[src/hw/rtl/pcosr_pkg.sv]
// Shared types, widths and codes for the phase-current offset and scale front end.
package pcosr_pkg;

  // Channel count and converter resolution are fixed by the item fields.
  localparam int CHANNELS   = 4;
  localparam int ADC_BITS   = 12;
  localparam int LANE_W     = (CHANNELS > 1) ? $clog2(CHANNELS) : 1;

  // Datapath widths.
  localparam int FRAC_BITS   = 8;
  localparam int SUM_W       = 28;
  localparam int OFS_W       = ADC_BITS + FRAC_BITS;
  localparam int CS_W        = 16;
  localparam int MS_W        = 16;
  localparam int SCALE_W     = 24;
  localparam int CNT_W       = 32;
  localparam int AMPS_W      = 24;
  localparam int DIFF_W      = ADC_BITS + FRAC_BITS + 1;
  localparam int PROD_W      = DIFF_W + SCALE_W + 1;
  localparam int ROUND_SHIFT = 22;
  localparam int DIVD_W      = SUM_W + FRAC_BITS + 1;
  localparam int DIV_CNT_W   = $clog2(DIVD_W);
  localparam int ACT_W       = 3;
  localparam int MODE_W      = 3;

  // Configuration port.
  localparam int CFG_IDX_W  = 3;
  localparam int CFG_DATA_W = 24;

  localparam logic [CFG_IDX_W-1:0] REG_CALIB_SAMPLES = CFG_IDX_W'(0);
  localparam logic [CFG_IDX_W-1:0] REG_TIMEOUT_MS    = CFG_IDX_W'(1);
  localparam logic [CFG_IDX_W-1:0] REG_RAIL_LOW      = CFG_IDX_W'(2);
  localparam logic [CFG_IDX_W-1:0] REG_RAIL_HIGH     = CFG_IDX_W'(3);
  localparam logic [CFG_IDX_W-1:0] REG_AMPS_SCALE    = CFG_IDX_W'(4);

  localparam logic [CS_W-1:0]     RST_CALIB_SAMPLES = CS_W'(1000);
  localparam logic [MS_W-1:0]     RST_TIMEOUT_MS    = MS_W'(1000);
  localparam logic [ADC_BITS-1:0] RST_RAIL_LOW      = ADC_BITS'(16);
  localparam logic [ADC_BITS-1:0] RST_RAIL_HIGH     = ADC_BITS'(4079);
  localparam logic [SCALE_W-1:0]  RST_AMPS_SCALE    = SCALE_W'(480000);

  // Request action codes.
  localparam logic [ACT_W-1:0] ACT_CALIB = ACT_W'(0);
  localparam logic [ACT_W-1:0] ACT_CONT  = ACT_W'(1);
  localparam logic [ACT_W-1:0] ACT_SET   = ACT_W'(2);
  localparam logic [ACT_W-1:0] ACT_STOP  = ACT_W'(3);
  localparam logic [ACT_W-1:0] ACT_TICK  = ACT_W'(4);

  typedef enum logic [MODE_W-1:0] {
    MODE_UNINIT  = 3'd0,
    MODE_IDLE    = 3'd1,
    MODE_CALIB   = 3'd2,
    MODE_CONT    = 3'd3,
    MODE_SYNCERR = 3'd4
  } mode_t;

  typedef enum logic [2:0] {
    ST_TAKE,
    ST_EXEC,
    ST_MUL,
    ST_DRAIN,
    ST_DIV_GO,
    ST_DIV_WAIT,
    ST_EMIT
  } state_t;

  typedef struct packed {
    logic [CS_W-1:0]     calib_samples;
    logic [MS_W-1:0]     timeout_ms;
    logic [ADC_BITS-1:0] rail_low;
    logic [ADC_BITS-1:0] rail_high;
    logic [SCALE_W-1:0]  amps_scale;
  } cfg_t;

  // Controller to datapath.
  typedef struct packed {
    logic              capture;
    logic              exec;
    logic              mul_en;
    logic              div_start;
    logic              load_out;
    logic [LANE_W-1:0] lane;
  } cmd_t;

  // Datapath to controller.
  typedef struct packed {
    logic need_mul;
    logic need_div;
    logic div_done;
  } stat_t;

  typedef struct packed {
    logic                             current_valid;
    logic [CHANNELS-1:0][AMPS_W-1:0] amps;
    logic                             rail_hit;
    logic [CNT_W-1:0]                 sample_number;
    logic [MODE_W-1:0]                mode;
    logic                             calib_done;
  } result_t;

endpackage

[src/hw/rtl/pcosr_if.sv]
// Valid/ready channel interfaces for sample-set requests and current results.
interface pcosr_sample_if;
  import pcosr_pkg::*;

  logic                valid;
  logic                ready;
  logic [ACT_W-1:0]    action;
  logic [ADC_BITS-1:0] raw_u1;
  logic [ADC_BITS-1:0] raw_v;
  logic [ADC_BITS-1:0] raw_u2;
  logic [ADC_BITS-1:0] raw_w;
  logic                slave_ready;

  modport source (output valid, action, raw_u1, raw_v, raw_u2, raw_w, slave_ready,
                  input ready);
  modport sink (input valid, action, raw_u1, raw_v, raw_u2, raw_w, slave_ready,
                output ready);
endinterface

interface pcosr_current_if;
  import pcosr_pkg::*;

  logic                     valid;
  logic                     ready;
  logic                     current_valid;
  logic signed [AMPS_W-1:0] amps_u1;
  logic signed [AMPS_W-1:0] amps_v;
  logic signed [AMPS_W-1:0] amps_u2;
  logic signed [AMPS_W-1:0] amps_w;
  logic                     rail_hit;
  logic [CNT_W-1:0]         sample_number;
  logic [MODE_W-1:0]        mode;
  logic                     calib_done;

  modport source (output valid, current_valid, amps_u1, amps_v, amps_u2, amps_w, rail_hit,
                         sample_number, mode, calib_done,
                  input ready);
  modport sink (input valid, current_valid, amps_u1, amps_v, amps_u2, amps_w, rail_hit,
                      sample_number, mode, calib_done,
                output ready);
endinterface

[src/hw/rtl/phase_current_offset_scale_rail.sv]
// Top level of the four-channel phase-current offset calibration and scaling front end.
//
//   channel    dir  handshake        payload
//   samples    in   valid / ready    action, raw_u1, raw_v, raw_u2, raw_w, slave_ready
//   currents   out  valid / ready    current_valid, amps_u1..amps_w, rail_hit,
//                                    sample_number, mode, calib_done
//   cfg        in   cfg_we           cfg_index, cfg_data
//
// A request runs through capture, decode and result hand-off; a continuous-mode sample
// set also runs one channel per cycle through the single shared multiplier, plus
// one rounding step, and the set that ends a calibration runs the bit-serial divider
// per channel: 37 steps, started and then awaited for each channel in turn.
// Synchronous reset returns the mode to uninitialized, zeroes sums and offsets and
// restores the register defaults at once. A finished result waits in the output
// register while the next request is taken; only the hand-off of a second result
// waits for the first to be taken.
module phase_current_offset_scale_rail (
  input  logic                             clk,
  input  logic                             rst,
  input  logic                             cfg_we,
  input  logic [pcosr_pkg::CFG_IDX_W-1:0]  cfg_index,
  input  logic [pcosr_pkg::CFG_DATA_W-1:0] cfg_data,
  pcosr_sample_if.sink                     samples,
  pcosr_current_if.source                  currents
);
  import pcosr_pkg::*;

  cfg_t    cfg;
  cmd_t    cmd;
  stat_t   stat;
  result_t result;

  pcosr_regs u_regs (
    .clk       (clk),
    .rst       (rst),
    .cfg_we    (cfg_we),
    .cfg_index (cfg_index),
    .cfg_data  (cfg_data),
    .cfg       (cfg)
  );

  pcosr_ctrl u_ctrl (
    .clk       (clk),
    .rst       (rst),
    .in_valid  (samples.valid),
    .out_ready (currents.ready),
    .stat      (stat),
    .in_ready  (samples.ready),
    .out_valid (currents.valid),
    .cmd       (cmd)
  );

  // Channel order in the datapath: U1, V, U2, W.
  pcosr_datapath u_datapath (
    .clk       (clk),
    .rst       (rst),
    .cfg       (cfg),
    .cmd       (cmd),
    .stat      (stat),
    .action_in (samples.action),
    .raw_in    ({samples.raw_w, samples.raw_u2, samples.raw_v, samples.raw_u1}),
    .slave_in  (samples.slave_ready),
    .result    (result)
  );

  assign currents.current_valid = result.current_valid;
  assign currents.amps_u1       = result.amps[0];
  assign currents.amps_v        = result.amps[1];
  assign currents.amps_u2       = result.amps[2];
  assign currents.amps_w        = result.amps[3];
  assign currents.rail_hit      = result.rail_hit;
  assign currents.sample_number = result.sample_number;
  assign currents.mode          = result.mode;
  assign currents.calib_done    = result.calib_done;

endmodule

[src/hw/rtl/pcosr_regs.sv]
// Configuration register bank written through the plain write port.
module pcosr_regs (
  input  logic                             clk,
  input  logic                             rst,
  input  logic                             cfg_we,
  input  logic [pcosr_pkg::CFG_IDX_W-1:0]  cfg_index,
  input  logic [pcosr_pkg::CFG_DATA_W-1:0] cfg_data,
  output pcosr_pkg::cfg_t                  cfg
);
  import pcosr_pkg::*;

  // Registers take the low bits of the write data; unknown indexes are dropped.
  always_ff @(posedge clk) begin
    if (rst) begin
      cfg.calib_samples <= RST_CALIB_SAMPLES;
      cfg.timeout_ms    <= RST_TIMEOUT_MS;
      cfg.rail_low      <= RST_RAIL_LOW;
      cfg.rail_high     <= RST_RAIL_HIGH;
      cfg.amps_scale    <= RST_AMPS_SCALE;
    end else if (cfg_we) begin
      case (cfg_index)
        REG_CALIB_SAMPLES: cfg.calib_samples <= cfg_data[CS_W-1:0];
        REG_TIMEOUT_MS:    cfg.timeout_ms    <= cfg_data[MS_W-1:0];
        REG_RAIL_LOW:      cfg.rail_low      <= cfg_data[ADC_BITS-1:0];
        REG_RAIL_HIGH:     cfg.rail_high     <= cfg_data[ADC_BITS-1:0];
        REG_AMPS_SCALE:    cfg.amps_scale    <= cfg_data[SCALE_W-1:0];
        default: begin
        end
      endcase
    end
  end

endmodule

[src/hw/rtl/pcosr_div.sv]
// Bit-serial restoring divider used to turn calibration sums into offsets.
module pcosr_div (
  input  logic                         clk,
  input  logic                         rst,
  input  logic                         start,
  input  logic [pcosr_pkg::DIVD_W-1:0] dividend,
  input  logic [pcosr_pkg::CS_W-1:0]   divisor,
  output logic                         done,
  output logic [pcosr_pkg::DIVD_W-1:0] quotient
);
  import pcosr_pkg::*;

  logic                 busy;
  logic [DIV_CNT_W-1:0] cnt;
  logic [CS_W-1:0]      rem;
  logic [DIVD_W-1:0]    dq;
  logic [CS_W:0]        trial;
  logic [CS_W:0]        trial_sub;
  logic                 fits;

  // One quotient bit per cycle: shift the next dividend bit into the remainder.
  always_comb begin
    trial     = {rem, dq[DIVD_W-1]};
    fits      = (trial >= {1'b0, divisor});
    trial_sub = trial - {1'b0, divisor};
  end

  // The dividend register fills with quotient bits from the bottom as it shifts.
  always_ff @(posedge clk) begin
    if (rst) begin
      busy <= 1'b0;
      done <= 1'b0;
    end else begin
      done <= 1'b0;
      if (start) begin
        busy <= 1'b1;
        cnt  <= '0;
        rem  <= '0;
        dq   <= dividend;
      end else if (busy) begin
        rem <= fits ? trial_sub[CS_W-1:0] : trial[CS_W-1:0];
        dq  <= {dq[DIVD_W-2:0], fits};
        cnt <= cnt + DIV_CNT_W'(1);
        if (cnt == DIV_CNT_W'(DIVD_W - 1)) begin
          busy <= 1'b0;
          done <= 1'b1;
        end
      end
    end
  end

  assign quotient = dq;

endmodule

[src/hw/rtl/pcosr_datapath.sv]
// Mode state, calibration sums, offsets, shared current multiplier and result register.
module pcosr_datapath (
  input  logic                                                 clk,
  input  logic                                                 rst,
  input  pcosr_pkg::cfg_t                                      cfg,
  input  pcosr_pkg::cmd_t                                      cmd,
  output pcosr_pkg::stat_t                                     stat,
  input  logic [pcosr_pkg::ACT_W-1:0]                          action_in,
  input  logic [pcosr_pkg::CHANNELS-1:0][pcosr_pkg::ADC_BITS-1:0] raw_in,
  input  logic                                                 slave_in,
  output pcosr_pkg::result_t                                   result
);
  import pcosr_pkg::*;

  localparam logic [PROD_W-1:0] RND_HALF = PROD_W'(1) << (ROUND_SHIFT - 1);

  // Captured request.
  logic [ACT_W-1:0]                   cap_action;
  logic [CHANNELS-1:0][ADC_BITS-1:0]  cap_raw;
  logic                               cap_slave;

  // Run state.
  mode_t                              run_mode, run_mode_next;
  logic [CHANNELS-1:0][SUM_W-1:0]     offset_sum, offset_sum_next;
  logic [CHANNELS-1:0][OFS_W-1:0]     offset_q8;
  logic [CNT_W-1:0]                   accepted_count, accepted_count_next;
  logic [MS_W-1:0]                    idle_ms, idle_ms_next;

  // Per-request working flags and currents.
  logic                               w_valid, w_valid_next;
  logic                               w_rails, w_rails_next;
  logic                               w_done, w_done_next;
  logic [CHANNELS-1:0][AMPS_W-1:0]    amps_w;

  // Multiplier stage.
  logic signed [DIFF_W-1:0]           diff;
  logic signed [PROD_W-1:0]           prod;
  logic [PROD_W-1:0]                  prod_rnd;
  logic [LANE_W-1:0]                  prod_lane;
  logic                               prod_vld;

  // Divider hookup.
  logic [CS_W-1:0]                    n_eff;
  logic [DIVD_W-1:0]                  dividend;
  logic [DIVD_W-1:0]                  quotient;
  logic                               div_done;

  logic [CNT_W-1:0]                   count_inc;
  logic [MS_W-1:0]                    idle_sat;
  logic                               rail_any;
  logic                               need_mul;
  logic                               need_div;

  // Capture the request on the accept edge.
  always_ff @(posedge clk) begin
    if (cmd.capture) begin
      cap_action <= action_in;
      cap_raw    <= raw_in;
      cap_slave  <= slave_in;
    end
  end

  // Decode the captured request against the current mode.
  always_comb begin
    n_eff     = (cfg.calib_samples == '0) ? CS_W'(1) : cfg.calib_samples;
    count_inc = accepted_count + CNT_W'(1);
    idle_sat  = (idle_ms == '1) ? idle_ms : idle_ms + MS_W'(1);
    rail_any  = 1'b0;
    for (int i = 0; i < CHANNELS; i++) begin
      if (cap_raw[i] < cfg.rail_low || cap_raw[i] > cfg.rail_high) begin
        rail_any = 1'b1;
      end
    end

    run_mode_next       = run_mode;
    offset_sum_next     = offset_sum;
    accepted_count_next = accepted_count;
    idle_ms_next        = idle_ms;
    w_valid_next        = 1'b0;
    w_rails_next        = 1'b0;
    w_done_next         = 1'b0;
    need_mul            = 1'b0;
    need_div            = 1'b0;

    case (cap_action)
      ACT_CALIB: begin
        if (run_mode == MODE_UNINIT || run_mode == MODE_IDLE) begin
          offset_sum_next     = '0;
          accepted_count_next = '0;
          idle_ms_next        = '0;
          run_mode_next       = MODE_CALIB;
        end
      end
      ACT_CONT: begin
        if (run_mode == MODE_IDLE) begin
          accepted_count_next = '0;
          idle_ms_next        = '0;
          run_mode_next       = MODE_CONT;
        end
      end
      ACT_SET: begin
        if (run_mode == MODE_CALIB || run_mode == MODE_CONT) begin
          if (!cap_slave) begin
            // A set without the second converter ends the run.
            run_mode_next = (run_mode == MODE_CALIB) ? MODE_UNINIT : MODE_SYNCERR;
          end else begin
            w_rails_next        = rail_any;
            accepted_count_next = count_inc;
            if (run_mode == MODE_CALIB) begin
              for (int i = 0; i < CHANNELS; i++) begin
                offset_sum_next[i] = offset_sum[i] + SUM_W'(cap_raw[i]);
              end
              if (count_inc >= CNT_W'(n_eff)) begin
                run_mode_next = MODE_IDLE;
                w_done_next   = 1'b1;
                need_div      = 1'b1;
              end
            end else begin
              idle_ms_next = '0;
              w_valid_next = 1'b1;
              need_mul     = 1'b1;
            end
          end
        end
      end
      ACT_STOP: begin
        if (run_mode == MODE_CALIB) begin
          run_mode_next = MODE_UNINIT;
        end else if (run_mode == MODE_CONT || run_mode == MODE_SYNCERR) begin
          run_mode_next = MODE_IDLE;
        end
      end
      ACT_TICK: begin
        if (run_mode == MODE_CALIB || run_mode == MODE_CONT) begin
          idle_ms_next = idle_sat;
          if (idle_sat >= cfg.timeout_ms) begin
            run_mode_next = (run_mode == MODE_CALIB) ? MODE_UNINIT : MODE_SYNCERR;
          end
        end
      end
      default: begin
      end
    endcase
  end

  assign stat.need_mul = need_mul;
  assign stat.need_div = need_div;
  assign stat.div_done = div_done;

  // Run state update; offsets are written lane by lane as the divider finishes.
  always_ff @(posedge clk) begin
    if (rst) begin
      run_mode       <= MODE_UNINIT;
      offset_sum     <= '0;
      offset_q8      <= '0;
      accepted_count <= '0;
      idle_ms        <= '0;
    end else begin
      if (cmd.exec) begin
        run_mode       <= run_mode_next;
        offset_sum     <= offset_sum_next;
        accepted_count <= accepted_count_next;
        idle_ms        <= idle_ms_next;
      end
      if (div_done) begin
        offset_q8[cmd.lane] <= quotient[OFS_W-1:0];
      end
    end
  end

  always_ff @(posedge clk) begin
    if (cmd.exec) begin
      w_valid <= w_valid_next;
      w_rails <= w_rails_next;
      w_done  <= w_done_next;
    end
  end

  // Offset dividend is sum * 256 plus half the sample count, for round to nearest.
  assign dividend = {1'b0, offset_sum[cmd.lane], FRAC_BITS'(0)} + DIVD_W'(n_eff >> 1);

  pcosr_div u_div (
    .clk      (clk),
    .rst      (rst),
    .start    (cmd.div_start),
    .dividend (dividend),
    .divisor  (n_eff),
    .done     (div_done),
    .quotient (quotient)
  );

  // One channel per cycle through the shared multiplier.
  assign diff = $signed({1'b0, cap_raw[cmd.lane], FRAC_BITS'(0)}) -
                $signed({1'b0, offset_q8[cmd.lane]});

  always_ff @(posedge clk) begin
    if (rst) begin
      prod_vld <= 1'b0;
    end else begin
      prod_vld <= cmd.mul_en;
    end
  end

  always_ff @(posedge clk) begin
    if (cmd.mul_en) begin
      prod      <= diff * $signed({1'b0, cfg.amps_scale});
      prod_lane <= cmd.lane;
    end
  end

  // Round half away from zero. The shifted product always fits the 24-bit
  // output range, so no saturation is applied.
  assign prod_rnd = prod + (prod[PROD_W-1] ? (RND_HALF - PROD_W'(1)) : RND_HALF);

  always_ff @(posedge clk) begin
    if (prod_vld) begin
      amps_w[prod_lane] <= prod_rnd[PROD_W-1:ROUND_SHIFT];
    end
  end

  // Output register; currents read as zero unless this was a continuous set.
  always_ff @(posedge clk) begin
    if (cmd.load_out) begin
      result.current_valid <= w_valid;
      result.amps          <= w_valid ? amps_w : '0;
      result.rail_hit      <= w_rails;
      result.sample_number <= accepted_count;
      result.mode          <= run_mode;
      result.calib_done    <= w_done;
    end
  end

  // The offset pass only runs after a calibration that has just finished.
  a_div_mode: assert property (@(posedge clk) disable iff (rst)
    div_done |-> (run_mode == MODE_IDLE))
    else $error("offset divider finished outside idle mode");

  // Currents are only computed in continuous mode.
  a_mul_mode: assert property (@(posedge clk) disable iff (rst)
    cmd.mul_en |-> (run_mode == MODE_CONT))
    else $error("current multiply issued outside continuous mode");

  // A continuous set bumps the sample count by exactly one.
  a_cont_count: assert property (@(posedge clk) disable iff (rst)
    (cmd.exec && need_mul) |=>
      (w_valid && accepted_count == $past(accepted_count) + CNT_W'(1)))
    else $error("continuous set did not advance the sample count");

endmodule

[src/hw/rtl/pcosr_ctrl.sv]
// Sequencer for capture, decode, per-channel multiply and divide passes, and result hand-off.
module pcosr_ctrl (
  input  logic             clk,
  input  logic             rst,
  input  logic             in_valid,
  input  logic             out_ready,
  input  pcosr_pkg::stat_t stat,
  output logic             in_ready,
  output logic             out_valid,
  output pcosr_pkg::cmd_t  cmd
);
  import pcosr_pkg::*;

  localparam logic [LANE_W-1:0] LAST_LANE = LANE_W'(CHANNELS - 1);

  state_t            state, state_next;
  logic [LANE_W-1:0] lane, lane_next;
  logic              res_valid;

  always_ff @(posedge clk) begin
    if (rst) begin
      state <= ST_TAKE;
      lane  <= '0;
    end else begin
      state <= state_next;
      lane  <= lane_next;
    end
  end

  // Next state and commands.
  always_comb begin
    state_next = state;
    lane_next  = lane;
    cmd        = '0;
    cmd.lane   = lane;
    in_ready   = 1'b0;
    case (state)
      ST_TAKE: begin
        in_ready = 1'b1;
        if (in_valid) begin
          cmd.capture = 1'b1;
          state_next  = ST_EXEC;
        end
      end
      ST_EXEC: begin
        cmd.exec  = 1'b1;
        lane_next = '0;
        if (stat.need_mul) begin
          state_next = ST_MUL;
        end else if (stat.need_div) begin
          state_next = ST_DIV_GO;
        end else begin
          state_next = ST_EMIT;
        end
      end
      ST_MUL: begin
        cmd.mul_en = 1'b1;
        if (lane == LAST_LANE) begin
          state_next = ST_DRAIN;
        end else begin
          lane_next = lane + LANE_W'(1);
        end
      end
      ST_DRAIN: begin
        state_next = ST_EMIT;
      end
      ST_DIV_GO: begin
        cmd.div_start = 1'b1;
        state_next    = ST_DIV_WAIT;
      end
      ST_DIV_WAIT: begin
        if (stat.div_done) begin
          if (lane == LAST_LANE) begin
            state_next = ST_EMIT;
          end else begin
            lane_next  = lane + LANE_W'(1);
            state_next = ST_DIV_GO;
          end
        end
      end
      ST_EMIT: begin
        if (!res_valid || out_ready) begin
          cmd.load_out = 1'b1;
          state_next   = ST_TAKE;
        end
      end
      default: begin
        state_next = ST_TAKE;
      end
    endcase
  end

  // Output register occupancy.
  always_ff @(posedge clk) begin
    if (rst) begin
      res_valid <= 1'b0;
    end else if (cmd.load_out) begin
      res_valid <= 1'b1;
    end else if (out_ready) begin
      res_valid <= 1'b0;
    end
  end

  assign out_valid = res_valid;

  // A new result never overwrites one that has not been taken.
  a_no_overwrite: assert property (@(posedge clk) disable iff (rst)
    cmd.load_out |-> (!res_valid || out_ready))
    else $error("result register overwritten while still pending");

  // An accepted request is decoded on the very next cycle.
  a_accept_exec: assert property (@(posedge clk) disable iff (rst)
    (in_valid && in_ready) |=> (state == ST_EXEC))
    else $error("accepted request was not decoded");

  // The divider only reports completion while the sequencer waits for it.
  a_div_wait: assert property (@(posedge clk) disable iff (rst)
    stat.div_done |-> (state == ST_DIV_WAIT))
    else $error("divider finished while not awaited");

endmodule
[src/flat_wrapper.sv]
// flat-port wrapper written by rule: the top's interface ports become plain ports
module phase_current_offset_scale_rail_flat import pcosr_pkg::*;
  (clk, rst, cfg_we, cfg_index, cfg_data, samples_valid, samples_action, samples_raw_u1, samples_raw_v, samples_raw_u2, samples_raw_w, samples_slave_ready, samples_ready, currents_valid, currents_current_valid, currents_amps_u1, currents_amps_v, currents_amps_u2, currents_amps_w, currents_rail_hit, currents_sample_number, currents_mode, currents_calib_done, currents_ready);
  pcosr_sample_if samples_i ();
  pcosr_current_if currents_i ();
  input  logic clk;
  input  logic rst;
  input  logic cfg_we;
  input  logic [pcosr_pkg::CFG_IDX_W-1:0] cfg_index;
  input  logic [pcosr_pkg::CFG_DATA_W-1:0] cfg_data;
  input wire logic [$bits(samples_i.valid)-1:0] samples_valid;
  input wire logic [$bits(samples_i.action)-1:0] samples_action;
  input wire logic [$bits(samples_i.raw_u1)-1:0] samples_raw_u1;
  input wire logic [$bits(samples_i.raw_v)-1:0] samples_raw_v;
  input wire logic [$bits(samples_i.raw_u2)-1:0] samples_raw_u2;
  input wire logic [$bits(samples_i.raw_w)-1:0] samples_raw_w;
  input wire logic [$bits(samples_i.slave_ready)-1:0] samples_slave_ready;
  output wire logic [$bits(samples_i.ready)-1:0] samples_ready;
  output wire logic [$bits(currents_i.valid)-1:0] currents_valid;
  output wire logic [$bits(currents_i.current_valid)-1:0] currents_current_valid;
  output wire logic [$bits(currents_i.amps_u1)-1:0] currents_amps_u1;
  output wire logic [$bits(currents_i.amps_v)-1:0] currents_amps_v;
  output wire logic [$bits(currents_i.amps_u2)-1:0] currents_amps_u2;
  output wire logic [$bits(currents_i.amps_w)-1:0] currents_amps_w;
  output wire logic [$bits(currents_i.rail_hit)-1:0] currents_rail_hit;
  output wire logic [$bits(currents_i.sample_number)-1:0] currents_sample_number;
  output wire logic [$bits(currents_i.mode)-1:0] currents_mode;
  output wire logic [$bits(currents_i.calib_done)-1:0] currents_calib_done;
  input wire logic [$bits(currents_i.ready)-1:0] currents_ready;
  assign samples_i.valid = samples_valid;
  assign samples_i.action = samples_action;
  assign samples_i.raw_u1 = samples_raw_u1;
  assign samples_i.raw_v = samples_raw_v;
  assign samples_i.raw_u2 = samples_raw_u2;
  assign samples_i.raw_w = samples_raw_w;
  assign samples_i.slave_ready = samples_slave_ready;
  assign samples_ready = samples_i.ready;
  assign currents_valid = currents_i.valid;
  assign currents_current_valid = currents_i.current_valid;
  assign currents_amps_u1 = currents_i.amps_u1;
  assign currents_amps_v = currents_i.amps_v;
  assign currents_amps_u2 = currents_i.amps_u2;
  assign currents_amps_w = currents_i.amps_w;
  assign currents_rail_hit = currents_i.rail_hit;
  assign currents_sample_number = currents_i.sample_number;
  assign currents_mode = currents_i.mode;
  assign currents_calib_done = currents_i.calib_done;
  assign currents_i.ready = currents_ready;
  phase_current_offset_scale_rail u_core (.clk(clk), .rst(rst), .cfg_we(cfg_we), .cfg_index(cfg_index), .cfg_data(cfg_data), .samples(samples_i), .currents(currents_i));
endmodule
[config.mk]
export PLATFORM = sky130hd
export DESIGN_NAME = phase_current_offset_scale_rail_flat
export DESIGN_NICKNAME = d
export VERILOG_FILES = /design/src/hw/rtl/pcosr_pkg.sv /design/src/hw/rtl/pcosr_if.sv /design/src/hw/rtl/phase_current_offset_scale_rail.sv /design/src/hw/rtl/pcosr_regs.sv /design/src/hw/rtl/pcosr_div.sv /design/src/hw/rtl/pcosr_datapath.sv /design/src/hw/rtl/pcosr_ctrl.sv /design/src/flat_wrapper.sv
export SDC_FILE = /design/constraint.sdc
export NUM_CORES = 2
export LEC_CHECK = 0
export ABC_AREA = 1
export BUFFER_PORTS_ARGS = -buffer_cell sky130_fd_sc_hd__buf_4
export CORE_UTILIZATION = 60
export CTS_BUF_LIST = sky130_fd_sc_hd__clkbuf_2 sky130_fd_sc_hd__clkbuf_4 sky130_fd_sc_hd__clkbuf_8
export CTS_CLUSTER_DIAMETER = 40
export DETAILED_ROUTE_END_ITERATION = 10
export PLACE_DENSITY = 0.84
export SLEW_MARGIN = 20
export SYNTH_ARGS = -nofsm -noshare
export SYNTH_HDL_FRONTEND = slang
export SYNTH_SLANG_ARGS = --single-unit
[constraint.sdc]
create_clock -name clk -period 18.1 [get_ports clk]
set_clock_uncertainty 0.05 [all_clocks]
set_input_delay 2.715 -clock clk [delete_from_list [all_inputs] [get_ports clk]]
set_output_delay 2.715 -clock clk [all_outputs]
set_load 0.1 [all_outputs]
==> out/results.ini <==
[drt]
num_vias = 46290
ant_nets = 0
first_pass_iters = 7
drt_iter0_drc = 4629
viasPerCell = 5.918
wl_per_cell_um = 19.66
routed_wl_um = 153800
drc = 0

[global_routing]
gr-usage-all-layers = 0.3367
grt_pass1_wl_um = 240500
antenna_found_initial = 7
grt_max_degree = 117
grt_pass1_vias = 44890
grt-ovfl-total = 0

[min_path]
hp-class = reg2reg
min_from = u_core.u_datapath.w_rails$_SDFFCE_PN0N_

[synthesis]
synth-edff-count = 392
synthArstFlopShare = 0
synth_most_common_cell = nand2_1
synth_area_leaders = edfxtp_1 22%, fa_1 16%, dfxtp_1 12%
ys_seq_area_frac = 0.3402
synth_top_area_share = 0.2174
postSynthAreaPerCell_sq_um = 8.426
ys_types = 71
yosysWarnings = 0
ys_ff_latch = 724
syn_area_sq_um = 54140
syn-instance-count = 6426
syn_nets = 7352
synth_commonest_cells = 1239 x nand2_1, 990 x inv_1, 615 x nor2_1
synth_top_cell_by_area = edfxtp_1
ys.flop_type = edfxtp_1

[die]
dieArea_sq_um = 91450
row_count = 109
start_util = 0.6089
core_sq_um = 88920
die_w_um = 302.4
num_io_pins = 220
die_h_um = 302.4

[timing]
period_share = 0.5973
hold_viol = 0
worst_slew_pin_slew_ns = 1.230
drv_slew = 0
fin_crit_ns = 10.81
rsz0062_at_grt = false
fmax_mhz = 92.50
setup_viol = 0
setup_tns_ns = 0
slew_headroom = 0.1799

[clocking]
clk_path_buf_depth = 3
cts_setup_buffers = 0
postCtsResizedCells = 0
clk_pin_slew_worst_paths_ns = 0.07
h-tree-depth = 3
cts_hold_buf = 0
cts-root-buf = clkbuf_8
cts-buffers-inserted = 120
clkSinkCount = 724
clkLatencyLatePin_ns = 0.82
cts_tree = built

[placed_design]
hpwl_um = 114400
gp_congestion = 1.010
io_buffers = 219

[worst_setup_path]
regToRegStartpoint = u_core.u_ctrl.lane[1]$_SDFFE_PP0P_
critPathRequiredTime_ns = 18.55
crit_end = u_core.u_datapath.prod[39]$_DFFE_PP_
cpMostUsedCell = fa_1
ff2ff_path_depth = 32
worstPathArrival_ns = 11.26
crit_type = reg2reg
cp-end-kind = flip-flop
crit_start = u_core.u_ctrl.lane[1]$_SDFFE_PP0P_
worstReg2RegEnd = u_core.u_datapath.prod[39]$_DFFE_PP_
critPathLaunchType = flip-flop
cp_slowest_stage_delay_ns = 0.74
r2r_setup_slack_ns = 7.29
cpMaxStageDelayCell = inv_1
cp_max_fo = 80

[outcome]
status = finished, final reports clean

[cells_and_area]
layout-drive-gt1-share = 0.08705
fin_nets = 7472
area_growth_pct = 9.188

[job]
cap_violations = 0

-- stage by stage --
stage	setup slack [ns]	hold slack, ns	cell area (sq um)	util	std cells
finish	7.290	0.3778	59120	0.6649	7822
CTS	7.603	0.3829	59090	0.6646	7816
floorplan	1.706	0.3503	54140	-	6426
detailed placement	7.655	0.3624	56420	0.6345	7589
global route	6.873	0.3938	59110	0.6647	7817
global placement	7.725	0.3557	56420	0.6345	7589
-- area by class of cell --
type                            instances  area [sq um]
Sequential cell                       724         18420
Inverter                             1006          3780
Multi-Input combinational cell       4443         30880
Clock buffer                          178          2187
Timing Repair Buffer                  251          1892
Antenna cell                            6         15.01
Fill cell                            6921         29800
Clock inverter                         49         489.2
Tap cell                             1165          1458
-- worst max-delay path: cells and delay by family, from the launching register on --
kind                     cells  cell delay [ns]
AO/OA/AOI/OAI               11             2.56
flip-flops                   1             0.31
adder cells (fa/ha/maj)      9             4.45
XOR/XNOR                     1             0.16
AND/OR/NAND/NOR              4             0.89
buffers and inverters        7             1.92
-- flip-flops by register name, summed over array words and instances, names as in the netlist, 6 cells and up --
name	count
u_core.u_datapath.u_div.quotient	37
u_core.u_datapath.u_div.rem	16
u_core.u_datapath.amps_w	96
u_core.u_datapath.idle_ms	16
u_core.u_datapath.offset_q8	80
u_core.u_datapath.accepted_count	32
u_core.u_datapath.u_div.cnt	6
u_core.u_regs.cfg	80
u_core.u_datapath.offset_sum	112
u_core.u_datapath.cap_raw	48
u_core.u_datapath.prod	46
u_core.u_datapath.result	134
-- cells by family after synthesis --
| kind of cell | share of synthesized area |
|---|---|
| compound gates | 0.1105 |
| xor+xnor | 0.02181 |
| fa+ha+maj | 0.2531 |
| buf+inv | 0.09065 |
| flops | 0.3402 |
| simple gates | 0.1838 |
-- layout by cell type, fill, tap and decap left out, types with 20 or more instances in the layout --
master    count
nor4_1       23
nand3_1     266
edfxtp_1    392
buf_4       249
o22ai_1      20
dfxtp_1     330
inv_1       989
clkbuf_4     42
ha_1        420
nand4_1      50
o21a_1       26
xor2_1       78
fa_1        422
nor3_1       86
or2_2        29
o21ai_0     370
nor2_1      613
o211ai_1     33
a21oi_1     487
clkbuf_8    136
xnor2_1      55
nand2_1    1237
-- worst min path at each step --
stage,slack (ns),to,cells after the start
6_report,0.38,u_core.u_datapath.result[36]$_DFFE_PP_,0
5_1_grt,0.39,u_core.u_datapath.result[36]$_DFFE_PP_,0
4_1_cts,0.38,u_core.u_datapath.result[36]$_DFFE_PP_,0
3_5_place_dp,0.36,u_core.u_datapath.result[36]$_DFFE_PP_,0
3_3_place_gp,0.36,u_core.u_datapath.result[0]$_DFFE_PP_,0
2_1_floorplan,0.35,u_core.u_datapath.result[0]$_DFFE_PP_,0
-- layer usage --
metal,wire length [um],global-route usage,share of wire,up-vias
met5,19,0,0.00012,-
met4,8769,0.1749,0.057,4
met3,18750,0.08856,0.12,586
met2,67270,0.5186,0.44,2620
met1,58990,0.4374,0.38,21970
li1,-,-,-,21110
Power is left out: the tool's default activity adds up to more than one toggle a clock period on the data nets, which glitch-free logic cannot reach.
